File: config.mk
export PLATFORM = sky130hd
export DESIGN_NAME = granule_range_set_table
export DESIGN_NICKNAME = d
export VERILOG_FILES = /design/src/rtl/core/grst_pkg.sv /design/src/rtl/core/grst_mem.sv /design/src/rtl/core/granule_range_set_table.sv
export SDC_FILE = /design/constraint.sdc
export NUM_CORES = 2
export LEC_CHECK = 0
export BUFFER_PORTS_ARGS = -buffer_cell sky130_fd_sc_hd__buf_4
export CAP_MARGIN = 30
export CORE_ASPECT_RATIO = 0.7
export CORE_MARGIN = 1.5
export CORE_UTILIZATION = 40
export CTS_BUF_LIST = sky130_fd_sc_hd__clkbuf_4 sky130_fd_sc_hd__clkbuf_8
export CTS_CLUSTER_SIZE = 8
export DETAILED_ROUTE_END_ITERATION = 12
export GPL_TIMING_DRIVEN = 0
export PLACE_DENSITY_LB_ADDON = 0.3
export SYNTH_ARGS = -nofsm -noshare
export SYNTH_HDL_FRONTEND = slang
export SYNTH_SLANG_ARGS = --single-unit
File: constraint.sdc
create_clock -name clk -period 12.6 [get_ports clk]
set_input_delay 2.52 -clock clk [delete_from_list [all_inputs] [get_ports clk]]
set_output_delay 2.52 -clock clk [all_outputs]
set_load 0.01 [all_outputs]
File: src/rtl/core/grst_pkg.sv
// Package for the granule range set table.
// Holds the shared constants and command codes; no dependencies.
`timescale 1ns / 1ps
package grst_pkg;
    localparam int TABLE_DEPTH_DEF = 16;
    localparam int GRANULE_BITS_DEF = 24;
    localparam logic [24:0] POP_LIMIT_RESET = 25'd16;
    localparam logic [1:0] CMD_REGISTER = 2'd0;
    localparam logic [1:0] CMD_REMOVE   = 2'd1;
    localparam logic [1:0] CMD_POP      = 2'd2;
    localparam logic [1:0] CMD_CLEAR    = 2'd3;
endpackage

File: src/rtl/core/grst_mem.sv
// Entry memory of the granule range set table: start and length per entry.
// Synchronous write, registered read; uses grst_pkg.
`timescale 1ns / 1ps
module grst_mem
    import grst_pkg::*;
#(
    parameter int DEPTH = TABLE_DEPTH_DEF,
    parameter int GB = GRANULE_BITS_DEF,
    localparam int AW = $clog2(DEPTH)
)
(
    input  logic          clk,
    input  logic          we,
    input  logic [AW-1:0] waddr,
    input  logic [GB-1:0] wstart,
    input  logic [GB:0]   wlen,
    input  logic [AW-1:0] raddr,
    output logic [GB-1:0] rstart,
    output logic [GB:0]   rlen
);
    logic [GB-1:0] start_mem [DEPTH];
    logic [GB:0]   len_mem [DEPTH];

    always_ff @(posedge clk)
    begin
        if (we)
        begin
            start_mem[waddr] <= wstart;
            len_mem[waddr] <= wlen;
        end
        rstart <= start_mem[raddr];
        rlen <= len_mem[raddr];
    end
endmodule

File: src/rtl/core/granule_range_set_table.sv
// Top level of the granule range set table: APB register, sequencer, memory.
// Depends on grst_pkg and grst_mem.
`timescale 1ns / 1ps
// The block keeps up to TABLE_DEPTH disjoint granule ranges and takes one
// command item at a time on the input channel (command, range_start,
// range_length). Every item yields exactly one result item on the output
// channel: the popped range for a pop, a drop status, the pending total and
// an empty flag. The ranges live in a one-port-read synchronous memory;
// valid bits are flip-flops. A register or remove walks every entry with a
// read state and a modify/write state, then passes a finishing state, in
// which a register writes its merged range. A pop walks the entries once
// to find the lowest start, rereads that entry in the finishing state and
// then trims it in a further state. Clear, and a register or remove of
// zero length, go straight to the result. After reset the table is empty,
// the total is zero and pop_limit is 16. The result waits in an output
// register while the receiver stalls, and no new item is taken until it
// has been delivered. pop_limit sits at address 0 of the APB port and is
// to be written only while the block is idle; the block itself does not
// enforce this, so the user is bound to it.
module granule_range_set_table
    import grst_pkg::*;
#(
    parameter int TABLE_DEPTH = TABLE_DEPTH_DEF,
    localparam int GB = GRANULE_BITS_DEF,
    localparam int AW = $clog2(TABLE_DEPTH)
)
(
    input  logic          clk,
    input  logic          rst_n,
    input  logic          psel,
    input  logic          penable,
    input  logic          pwrite,
    input  logic [2:0]    paddr,
    input  logic [31:0]   pwdata,
    output logic [31:0]   prdata,
    output logic          pready,
    input  logic          in_valid,
    output logic          in_ready,
    input  logic [1:0]    command,
    input  logic [GB-1:0] range_start,
    input  logic [GB:0]   range_length,
    output logic          result_valid,
    input  logic          out_ready,
    output logic [GB-1:0] out_start,
    output logic [GB:0]   out_length,
    output logic          out_valid,
    output logic          status,
    output logic [GB:0]   pending_total,
    output logic          table_empty
);
    typedef enum logic [2:0] {S_IDLE, S_READ, S_MOD, S_FIN, S_POPW, S_OUT} state_t;

    state_t          state_reg;
    logic [24:0]     pop_limit_reg;
    logic [TABLE_DEPTH-1:0] valid_reg;
    logic [GB:0]     pend_reg;
    logic [1:0]      cmd_reg;
    logic [GB:0]     s_reg, e_reg;       // GB+1 bits: end may equal 2^GB
    logic [GB:0]     ns_reg, ne_reg;
    logic            slot_hit_reg;
    logic [AW-1:0]   slot_reg;
    logic [AW:0]     idx_reg;
    logic            best_hit_reg;
    logic [AW-1:0]   best_reg;
    logic [GB-1:0]   best_start_reg;
    logic            status_reg;
    logic [GB-1:0]   ostart_reg;
    logic [GB:0]     olen_reg;
    logic            ovalid_reg;

    logic            we;
    logic [AW-1:0]   waddr, raddr;
    logic [GB-1:0]   wstart, rstart, mem_rstart;
    logic [GB:0]     wlen, rlen, mem_rlen;

    // Split pieces are written in a second write through the same port: the
    // trailing piece of a split is held and written in the following cycle, a
    // read or the finishing state of a remove, which never writes otherwise.
    logic          split_pend_reg;
    logic [AW-1:0] split_addr_reg;
    logic [GB-1:0] split_start_reg;
    logic [GB:0]   split_len_reg;
    logic          fwd_hit_reg;

    logic          we_all;
    logic [AW-1:0] waddr_all;
    logic [GB-1:0] wstart_all;
    logic [GB:0]   wlen_all;

    grst_mem #(.DEPTH(TABLE_DEPTH), .GB(GB)) u_mem (
        .clk(clk), .we(we_all), .waddr(waddr_all), .wstart(wstart_all),
        .wlen(wlen_all), .raddr(raddr), .rstart(mem_rstart), .rlen(mem_rlen)
    );

    // When the split piece is written in the same cycle that its entry is
    // read, the read returns old contents, so the piece is forwarded.
    assign rstart = fwd_hit_reg ? split_start_reg : mem_rstart;
    assign rlen = fwd_hit_reg ? split_len_reg : mem_rlen;

    assign pready = 1'b1;
    assign prdata = (paddr[2] == 1'b0) ? {7'd0, pop_limit_reg} : 32'd0;
    assign in_ready = (state_reg == S_IDLE);
    assign result_valid = (state_reg == S_OUT);
    assign out_start = ostart_reg;
    assign out_length = olen_reg;
    assign out_valid = ovalid_reg;
    assign status = status_reg;
    assign pending_total = pend_reg;
    assign table_empty = ~(|valid_reg);

    // Current entry of the walk.
    logic [AW-1:0] cur;
    logic [GB:0]   es, ee;
    assign cur = idx_reg[AW-1:0];
    assign raddr = idx_reg[AW-1:0];
    assign es = {1'b0, rstart};
    assign ee = {1'b0, rstart} + rlen;

    // First free entry: the lowest index whose valid bit is clear.
    logic          free_hit;
    logic [AW-1:0] free_idx;
    always_comb
    begin
        free_hit = 1'b0;
        free_idx = '0;
        for (int i = TABLE_DEPTH - 1; i >= 0; i--)
        begin
            if (!valid_reg[i])
            begin
                free_hit = 1'b1;
                free_idx = AW'(i);
            end
        end
    end

    logic [GB:0] lim;
    assign lim = (pop_limit_reg == 25'd0) ? (GB+1)'(1) : (GB+1)'(pop_limit_reg);

    // Memory write port: remove trims, the merged range of a register and the trimmed pop entry.
    always_comb
    begin
        we = 1'b0;
        waddr = cur;
        wstart = rstart;
        wlen = rlen;
        if (state_reg == S_MOD && valid_reg[cur] && cmd_reg == CMD_REMOVE
            && !(es >= e_reg || ee <= s_reg))
        begin
            if (es < s_reg)
            begin
                we = 1'b1;
                wlen = s_reg - es;
            end
            else if (ee > e_reg)
            begin
                we = 1'b1;
                wstart = e_reg[GB-1:0];
                wlen = ee - e_reg;
            end
        end
        else if (state_reg == S_FIN && cmd_reg == CMD_REGISTER
                 && (slot_hit_reg || free_hit))
        begin
            we = 1'b1;
            waddr = slot_hit_reg ? slot_reg : free_idx;
            wstart = ns_reg[GB-1:0];
            wlen = ne_reg - ns_reg;
        end
        else if (state_reg == S_POPW && best_hit_reg && rlen > lim)
        begin
            we = 1'b1;
            waddr = best_reg;
            wstart = rstart + lim[GB-1:0];
            wlen = rlen - lim;
        end
    end

    // Final best index for the pop read, including the last entry's compare.
    function automatic logic [AW-1:0] best_reg_sel(input logic [1:0] c,
        input logic hit, input logic take, input logic [AW-1:0] b,
        input logic [AW-1:0] k);
        if (c == CMD_POP && take)
            return k;
        return hit ? b : k;
    endfunction

    always_ff @(posedge clk or negedge rst_n)
    begin
        if (!rst_n)
        begin
            state_reg <= S_IDLE;
            pop_limit_reg <= POP_LIMIT_RESET;
            valid_reg <= '0;
            pend_reg <= '0;
            split_pend_reg <= 1'b0;
            fwd_hit_reg <= 1'b0;
        end
        else
        begin
            if (psel && penable && pwrite && paddr[2] == 1'b0)
            begin
                pop_limit_reg <= pwdata[24:0];
            end
            split_pend_reg <= 1'b0;
            fwd_hit_reg <= split_pend_reg && (split_addr_reg == raddr);
            case (state_reg)
                S_IDLE:
                begin
                    if (in_valid)
                    begin
                        logic [GB+1:0] e_full;
                        e_full = {2'b00, range_start} + {1'b0, range_length};
                        cmd_reg <= command;
                        s_reg <= {1'b0, range_start};
                        e_reg <= (e_full > (GB+2)'(1 << GB)) ? (GB+1)'(1 << GB)
                                                             : e_full[GB:0];
                        ns_reg <= {1'b0, range_start};
                        ne_reg <= (e_full > (GB+2)'(1 << GB)) ? (GB+1)'(1 << GB)
                                                              : e_full[GB:0];
                        idx_reg <= '0;
                        slot_hit_reg <= 1'b0;
                        best_hit_reg <= 1'b0;
                        status_reg <= 1'b0;
                        ostart_reg <= '0;
                        olen_reg <= '0;
                        ovalid_reg <= 1'b0;
                        if (command == CMD_CLEAR)
                        begin
                            valid_reg <= '0;
                            pend_reg <= '0;
                            state_reg <= S_OUT;
                        end
                        else if (command != CMD_POP && range_length == '0)
                        begin
                            state_reg <= S_OUT;
                        end
                        else
                        begin
                            state_reg <= S_READ;
                        end
                    end
                end
                S_READ:
                begin
                    state_reg <= S_MOD;
                end
                S_MOD:
                begin
                    if (valid_reg[cur])
                    begin
                        case (cmd_reg)
                            CMD_REGISTER:
                            begin
                                if (es <= e_reg && ee >= s_reg)
                                begin
                                    if (es < ns_reg) ns_reg <= es;
                                    if (ee > ne_reg) ne_reg <= ee;
                                    pend_reg <= pend_reg - rlen;
                                    valid_reg[cur] <= 1'b0;
                                    if (!slot_hit_reg)
                                    begin
                                        slot_hit_reg <= 1'b1;
                                        slot_reg <= cur;
                                    end
                                end
                            end
                            CMD_REMOVE:
                            begin
                                if (!(es >= e_reg || ee <= s_reg))
                                begin
                                    if (es < s_reg && ee > e_reg)
                                    begin
                                        if (free_hit)
                                        begin
                                            valid_reg[free_idx] <= 1'b1;
                                            split_pend_reg <= 1'b1;
                                            split_addr_reg <= free_idx;
                                            split_start_reg <= e_reg[GB-1:0];
                                            split_len_reg <= ee - e_reg;
                                            pend_reg <= pend_reg - rlen
                                                        + (s_reg - es) + (ee - e_reg);
                                        end
                                        else
                                        begin
                                            status_reg <= 1'b1;
                                            pend_reg <= pend_reg - rlen + (s_reg - es);
                                        end
                                    end
                                    else if (es < s_reg)
                                        pend_reg <= pend_reg - rlen + (s_reg - es);
                                    else if (ee > e_reg)
                                        pend_reg <= pend_reg - rlen + (ee - e_reg);
                                    else
                                    begin
                                        pend_reg <= pend_reg - rlen;
                                        valid_reg[cur] <= 1'b0;
                                    end
                                end
                            end
                            default:
                            begin
                                if (!best_hit_reg || rstart < best_start_reg)
                                begin
                                    best_hit_reg <= 1'b1;
                                    best_reg <= cur;
                                    best_start_reg <= rstart;
                                end
                            end
                        endcase
                    end
                    if (idx_reg == (AW+1)'(TABLE_DEPTH - 1))
                    begin
                        state_reg <= S_FIN;
                        idx_reg <= {1'b0, best_reg_sel(cmd_reg, best_hit_reg,
                                    valid_reg[cur] && (!best_hit_reg
                                    || rstart < best_start_reg), best_reg, cur)};
                    end
                    else
                    begin
                        idx_reg <= idx_reg + 1'b1;
                        state_reg <= S_READ;
                    end
                end
                S_FIN:
                begin
                    // For a pop the best entry is read here; for a register
                    // the merged range is written.
                    if (cmd_reg == CMD_REGISTER)
                    begin
                        if (slot_hit_reg || free_hit)
                        begin
                            valid_reg[slot_hit_reg ? slot_reg : free_idx] <= 1'b1;
                            pend_reg <= pend_reg + (ne_reg - ns_reg);
                        end
                        else
                            status_reg <= 1'b1;
                        state_reg <= S_OUT;
                    end
                    else if (cmd_reg == CMD_POP)
                        state_reg <= S_POPW;
                    else
                        state_reg <= S_OUT;
                end
                S_POPW:
                begin
                    if (best_hit_reg)
                    begin
                        ostart_reg <= rstart;
                        ovalid_reg <= 1'b1;
                        if (rlen > lim)
                        begin
                            olen_reg <= lim;
                            pend_reg <= pend_reg - lim;
                        end
                        else
                        begin
                            olen_reg <= rlen;
                            pend_reg <= pend_reg - rlen;
                            valid_reg[best_reg] <= 1'b0;
                        end
                    end
                    state_reg <= S_OUT;
                end
                S_OUT:
                begin
                    if (out_ready)
                        state_reg <= S_IDLE;
                end
                default:
                begin
                    state_reg <= S_IDLE;
                end
            endcase
        end
    end

    // A pending split piece goes out in the cycle that follows its modify state.
    assign we_all = we | split_pend_reg;
    assign waddr_all = split_pend_reg ? split_addr_reg : waddr;
    assign wstart_all = split_pend_reg ? split_start_reg : wstart;
    assign wlen_all = split_pend_reg ? split_len_reg : wlen;
endmodule
[Word level (Yosys, flattened, before mapping)]
Memories as Yosys holds them, arrays and structs flattened. A register that Yosys moved wholly into a read port is not among the register bits.
Cells that the tools add are included.
Operators by class
  $add $sub $neg: 14
  magnitude comparators: 19
  shift-type cells: 0
  div/mod/pow operators: 0
  multiply operators: 0
  eq/ne operators: 38
  reductions and logical operators: 50
  multiplexer cells: 161
  bitwise logic cells: 12
Operator list (number)
  25-bit 2-to-1 mux: 36
  24-bit 2-to-1 mux: 9
  16-bit 2-to-1 mux: 13
  25-bit one-hot mux with 2 select lines: 4
  25-bit subtractor: 5
  25-bit adder: 4
  25-bit one-hot mux with 4 select lines: 1
  4-bit 2-to-1 mux: 23
  25-bit greater-than comparator: 3
  16-bit one-hot mux with 4 select lines: 1
  1-bit 2-to-1 mux: 54
  25-bit logical NOT: 2
  24-bit < comparator: 2
  24-bit one-hot mux with 2 select lines: 1
  16-bit AND: 2
  16-bit inverter: 2
  16-bit bitwise OR: 2
  16-bit one-hot mux with 2 select lines: 1
  24-bit by 25-bit adder with 26-bit output: 1
  26-bit by 25-bit greater-than comparator with 1-bit output (second input constant): 1
  24-bit by 25-bit adder with 25-bit output: 1
  24-bit by 25-bit greater-or-equal comparator with 1-bit output: 1
  25-bit by 24-bit greater-or-equal comparator with 1-bit output: 1
  24-bit by 25-bit <= comparator with 1-bit output: 1
  49 further kinds: 123
Storage, ports and cells
  bits in read-only memories: 0
  memories: 2
  register bits: 315
  output and inout port bits: 112
  bits in writable memories: 784
  word-level logic and storage cells: 321
  bits in latches: 0
  bits of input ports: 93
Memory list
  u_mem.len_mem: words 16, width 25, rd ports 1, clocked after memory_dff 1, wr ports 1, RTL line grst_mem.sv:22  | logic [GB:0] len_mem [DEPTH];
  u_mem.start_mem: words 16, width 24, rd ports 1, clocked after memory_dff 1, wr ports 1, RTL line grst_mem.sv:21  | logic [GB-1:0] start_mem [DEPTH];

[Longest topological paths before layout]
  depth after elaboration: 27
  gate-level depth with buffers: 36
  depth with buffers taken out: 34

[Hierarchy]
From an unflattened synthesis, not the netlist that was laid out.
Second synthesis, totals
  cell total of the unflattened synthesis: 5673
  area, all modules: 66550.1 µm²
Modules (own cells, without submodules)
  granule_range_set_table: cells an instance 4405, area an instance 36214.7 µm², times used 1
  grst_mem: cells an instance 1268, area an instance 30335.3 µm², times used 1

[Least setup slack after synthesis]
Ideal clock, no wire load.
  path type: register to register
  start point: reg fwd_hit_reg
  end point: mem u_mem.len_mem[11][0] (netlist name), enable pin
  slack: 1.512 ns
  stages on the path, launching flop included: 29
  arrival: 10.511 ns
  data required time: 12.023 ns
  cell sequence: dfrtp_1 -> clkbuf_1 -> clkbuf_1 -> clkbuf_1 -> mux2i_1 -> inv_1 -> ha_1 -> a21o_1 -> a21o_1 -> a21o_1 -> a21o_1 -> a21oi_1 -> o21a_1 -> inv_1 -> a21oi_1 -> xnor2_1 -> ha_1 -> clkbuf_1 -> nand4_1 -> nor3_1 -> o2111a_1 -> o41a_1 -> a221oi_2 -> nand2b_1 -> buf_4 -> nand2_4 -> nand3_1 -> and2_1 -> nor4_1
On the way
  longest elaborated chain between the ends: 10
  elaborated cells between the ends (all ways): 24
Ends and longest elaborated chain
  start, declared: RTL line granule_range_set_table.sv:83  | logic fwd_hit_reg;
  start signal, assigned: RTL line granule_range_set_table.sv:205  | fwd_hit_reg <= split_pend_reg && (split_addr_reg == raddr);
  24-bit 2-to-1 mux (*): RTL line granule_range_set_table.sv:97  | assign rstart = fwd_hit_reg ? split_start_reg : mem_rstart;
  net rstart[8]: RTL line granule_range_set_table.sv:73  | logic [GB-1:0] wstart, rstart, mem_rstart;
  24-bit by 25-bit adder with 25-bit output: RTL line granule_range_set_table.sv:117  | assign ee = {1'b0, rstart} + rlen;
  25-bit by 24-bit <= comparator with 1-bit output: RTL line granule_range_set_table.sv:147  | && !(es >= e_reg || ee <= s_reg))
  1-bit logical OR: RTL line granule_range_set_table.sv:147
  1-bit logical NOT
  1-bit logical AND: RTL line granule_range_set_table.sv:147
  1-bit 2-to-1 mux: RTL line granule_range_set_table.sv:146  | if (state_reg == S_MOD && valid_reg[cur] && cmd_reg == CMD_REMOVE
  1-bit bitwise OR: RTL line granule_range_set_table.sv:378  | assign we_all = we | split_pend_reg;
  1-bit 2-to-1 mux: RTL line grst_mem.sv:26  | if (we)
  1-bit 2-to-1 mux (not written as such): RTL line grst_mem.sv:29  | len_mem[waddr] <= wlen;
  end, declared: RTL line grst_mem.sv:22
Mark *: on every way through the listed nets, which the timed path passes. The rest lies on a longest branch.

[Final worst setup path]
  start point: reg fwd_hit_reg
  end point: mem u_mem.start_mem[7][7] (netlist name) (data pin)
On the way
  longest elaborated chain between the ends: 8
  elaborated cells between the ends (all ways): 19
Ends and longest elaborated chain
  24-bit 2-to-1 mux (*): RTL line granule_range_set_table.sv:97
  net rstart[8]: RTL line granule_range_set_table.sv:73
  24-bit by 25-bit adder with 25-bit output: RTL line granule_range_set_table.sv:117
  25-bit by 24-bit <= comparator with 1-bit output: RTL line granule_range_set_table.sv:147
  1-bit logical OR: RTL line granule_range_set_table.sv:147
  1-bit logical NOT
  1-bit logical AND: RTL line granule_range_set_table.sv:147
  24-bit 2-to-1 mux (*): RTL line granule_range_set_table.sv:146
  24-bit 2-to-1 mux (*): RTL line granule_range_set_table.sv:380  | assign wstart_all = split_pend_reg ? split_start_reg : wstart;
  net u_mem.wstart[7]: RTL line grst_mem.sv:15  | input logic [GB-1:0] wstart,
  end, declared: RTL line grst_mem.sv:21
Marks and branches as above.

==> metrics.txt <==
status finished, final reports clean; type of the worst setup path flop to flop; Initial Util 40.25%; post-synthesis sequential area ratio 51.20%; Commonest cells post-synth edfxtp_1, ha_1, nor2_1, a21oi_1, nand2_1; setup slack, reg-to-reg 1.11 ns; Post-Syn Area per Cell 12.04 µm²; Layout Cell Area excl Fill 0.07683 mm²; DRC 0; dpl cells ~8,100; Avg WL per Cell approximately 33 µm; CTS resizes 0; Site Rows 124; area grow syn2layout 17.08%; most frequent cell after synthesis edfxtp_1; gr usage total 32.56%; antenna violations before repair 22; Largest regs u_mem.len_mem (400), u_mem.start_mem (384); first-pass GRT wire length approximately 380 mm; period utilization 91.22%; Clock Latency Late Sink 0.98 ns; final setup vio count 0; via count 52,770; clk sinks 1,147; Worst Hold Class flop to flop; clock root buffer clkbuf_8; Critical Path RT 13.30 ns; nets@finish about 6,600; #FFs+latches synth 1,147; CTS Hold Bufs 0; Clock Pin Slew Worst Setup and Hold Paths 0.06 ns; grt ovf 0; die width 487.1 µm; max_cap viols 0; CP max-delay cell mux2i_2; vias in the first global route approximately 48,000; top post-synthesis cells by area edfxtp_1, mux4_2, ha_1, a21oi_1, dfrtp_1; Setup crit end kind flop; CTS H-tree depth 4; Slew Viols, Final 0; Least-Margin Pin Slew between 1 and 1.5 ns; ys async rst share 6.190%; relative slew slack between 20% and 30%; fmax 87.00 MHz; cts bufs inserted 180; Clock Path Buffers 3; library cells used by synthesis between 90 and 100; remaining antenna violation count 0; Final Non-Filler Cells 8,421; Post-synth top flop edfxtp_1; fraction of layout cells with a size suffix above 1 between 10% and 20%; Hold Vio Cnt, Final 0; Critical Path AT 12.20 ns; Cell Area, Synth 0.06563 mm²; final RePlAce weighted congestion 1.069; Gate Count Post-Synth 5,452; CP peak stage delay ~0.86 ns; initial drt markers just under 9,000; FILL cells 14,710; Die ar. 0.1665 mm²; max reg flops 400; YS warnings 0; pin count of the biggest net entering global routing 54; hold slack final 0.4875 ns; first drt pass iteration count 6; Post-DP Area 0.07271 mm²; CP max FO 12; total wire length 276.7 mm; crit-path most repeated cell a21o_1; post-CTS setup buffer count 0; hpwl dp 217.1 mm; CTS tree built; number of synthesized flops with an enable pin 1,027; Largest Register u_mem.len_mem; top-area cell type share of the netlist area 46.99%; Worst Skew 0.06283 ns; core region area 0.1631 mm²; minimum clock period roughly 11 ns; Port Buf Inserts around 190; die height 341.9 µm; crit start category flop; Boundary Pins approximately 210; Vias/cell around 6.3; area leader, netlist edfxtp_1; RSZ-0062 raised after global routing false; Setup TNS 0 ns
==> placed cells by master (no fill, tap or decap), types with 55 or more instances in the layout <==
master,instances
mux2i_1,55
edfxtp_1,1027
nand4_1,57
nor3_1,78
a21o_1,147
nand3_1,92
clkbuf_8,198
a21oi_1,359
o211ai_1,78
mux4_2,250
xnor2_1,158
nor2_1,364
xor2_1,98
clkbuf_4,89
clkbuf_1,165
a211oi_1,92
o21ai_0,296
a31oi_1,69
buf_4,302
nand2_1,351
nor2b_1,59
dfrtp_1,70
o21a_1,55
ha_1,435
inv_1,323
nand2b_1,66
==> routing by layer <==
metal | track usage, % | routed length [µm] | up-vias
met4 | 9.881 | 8300 | 12
li1 | - | - | 22190
met3 | 9.927 | 36210 | 468
met2 | 43.32 | 109000 | 3663
met1 | 49.95 | 123100 | 26440
met5 | 0 | 93 | -
==> layout make-up <==
| type | count | area, µm² | area share [%] |
|---|---|---|---|
| Antenna cell | 18 | 45.04 | 0.05863 |
| Buffer | 235 | 955.9 | 1.244 |
| Clock buffer | 286 | 3386 | 4.407 |
| Clock inverter | 39 | 538.0 | 0.7002 |
| Inverter | 327 | 1227 | 1.598 |
| Multi-Input combinational cell | 3749 | 30180 | 39.28 |
| Sequential cell | 1147 | 33600 | 43.73 |
| Tap cell | 2205 | 2759 | 3.591 |
| Timing Repair Buffer | 415 | 4145 | 5.395 |
==> stage by stage <==
| step | setup slack [ns] | utilization (%) |
|---|---|---|
| global placement | -9.046 | 42.81 |
| floorplan | 1.512 | - |
| finish | 1.106 | 47.12 |
| global route | 1.136 | 47.10 |
| detailed placement | 1.613 | 44.59 |
| CTS | 1.536 | 47.00 |
==> path summary, 6_finish.rpt <==
path	startpoint	end	cells after the start
worst max-delay path	fwd_hit_reg	u_mem.start_mem[7][7]	32
worst min-delay path	idx_reg[2]	slot_reg[2]	0
worst max register to register	fwd_hit_reg	u_mem.start_mem[7][7]	32
worst min register to register	idx_reg[2]	slot_reg[2]	0
max in group asynchronous	rst_n	fwd_hit_reg	2
min in group asynchronous	rst_n	pending_total[18]	1
==> cell families after synthesis <==
family | synth area share (%)
flops | 51.20
buf+inv | 3.327
simple gates | 8.949
mux | 10.21
other cells | 0.01144
fa+ha+maj | 8.705
compound gates | 14.03
xor+xnor | 3.563
==> worst max-delay path: cells and delay by family, from the launching register on <==
family	cells	cell delay, ns
DFF	1	0.33
xor gates and xnor gates	1	0.39
adders and majority gates	2	0.80
AOI/OAI and AO/OA	15	4.48
and+or+nand+nor	3	0.83
muxes	1	0.86
buffers and inverters	10	3.46
Power is left out: the tool's default activity adds up to more than one toggle a clock period on the data nets, which glitch-free logic cannot reach.
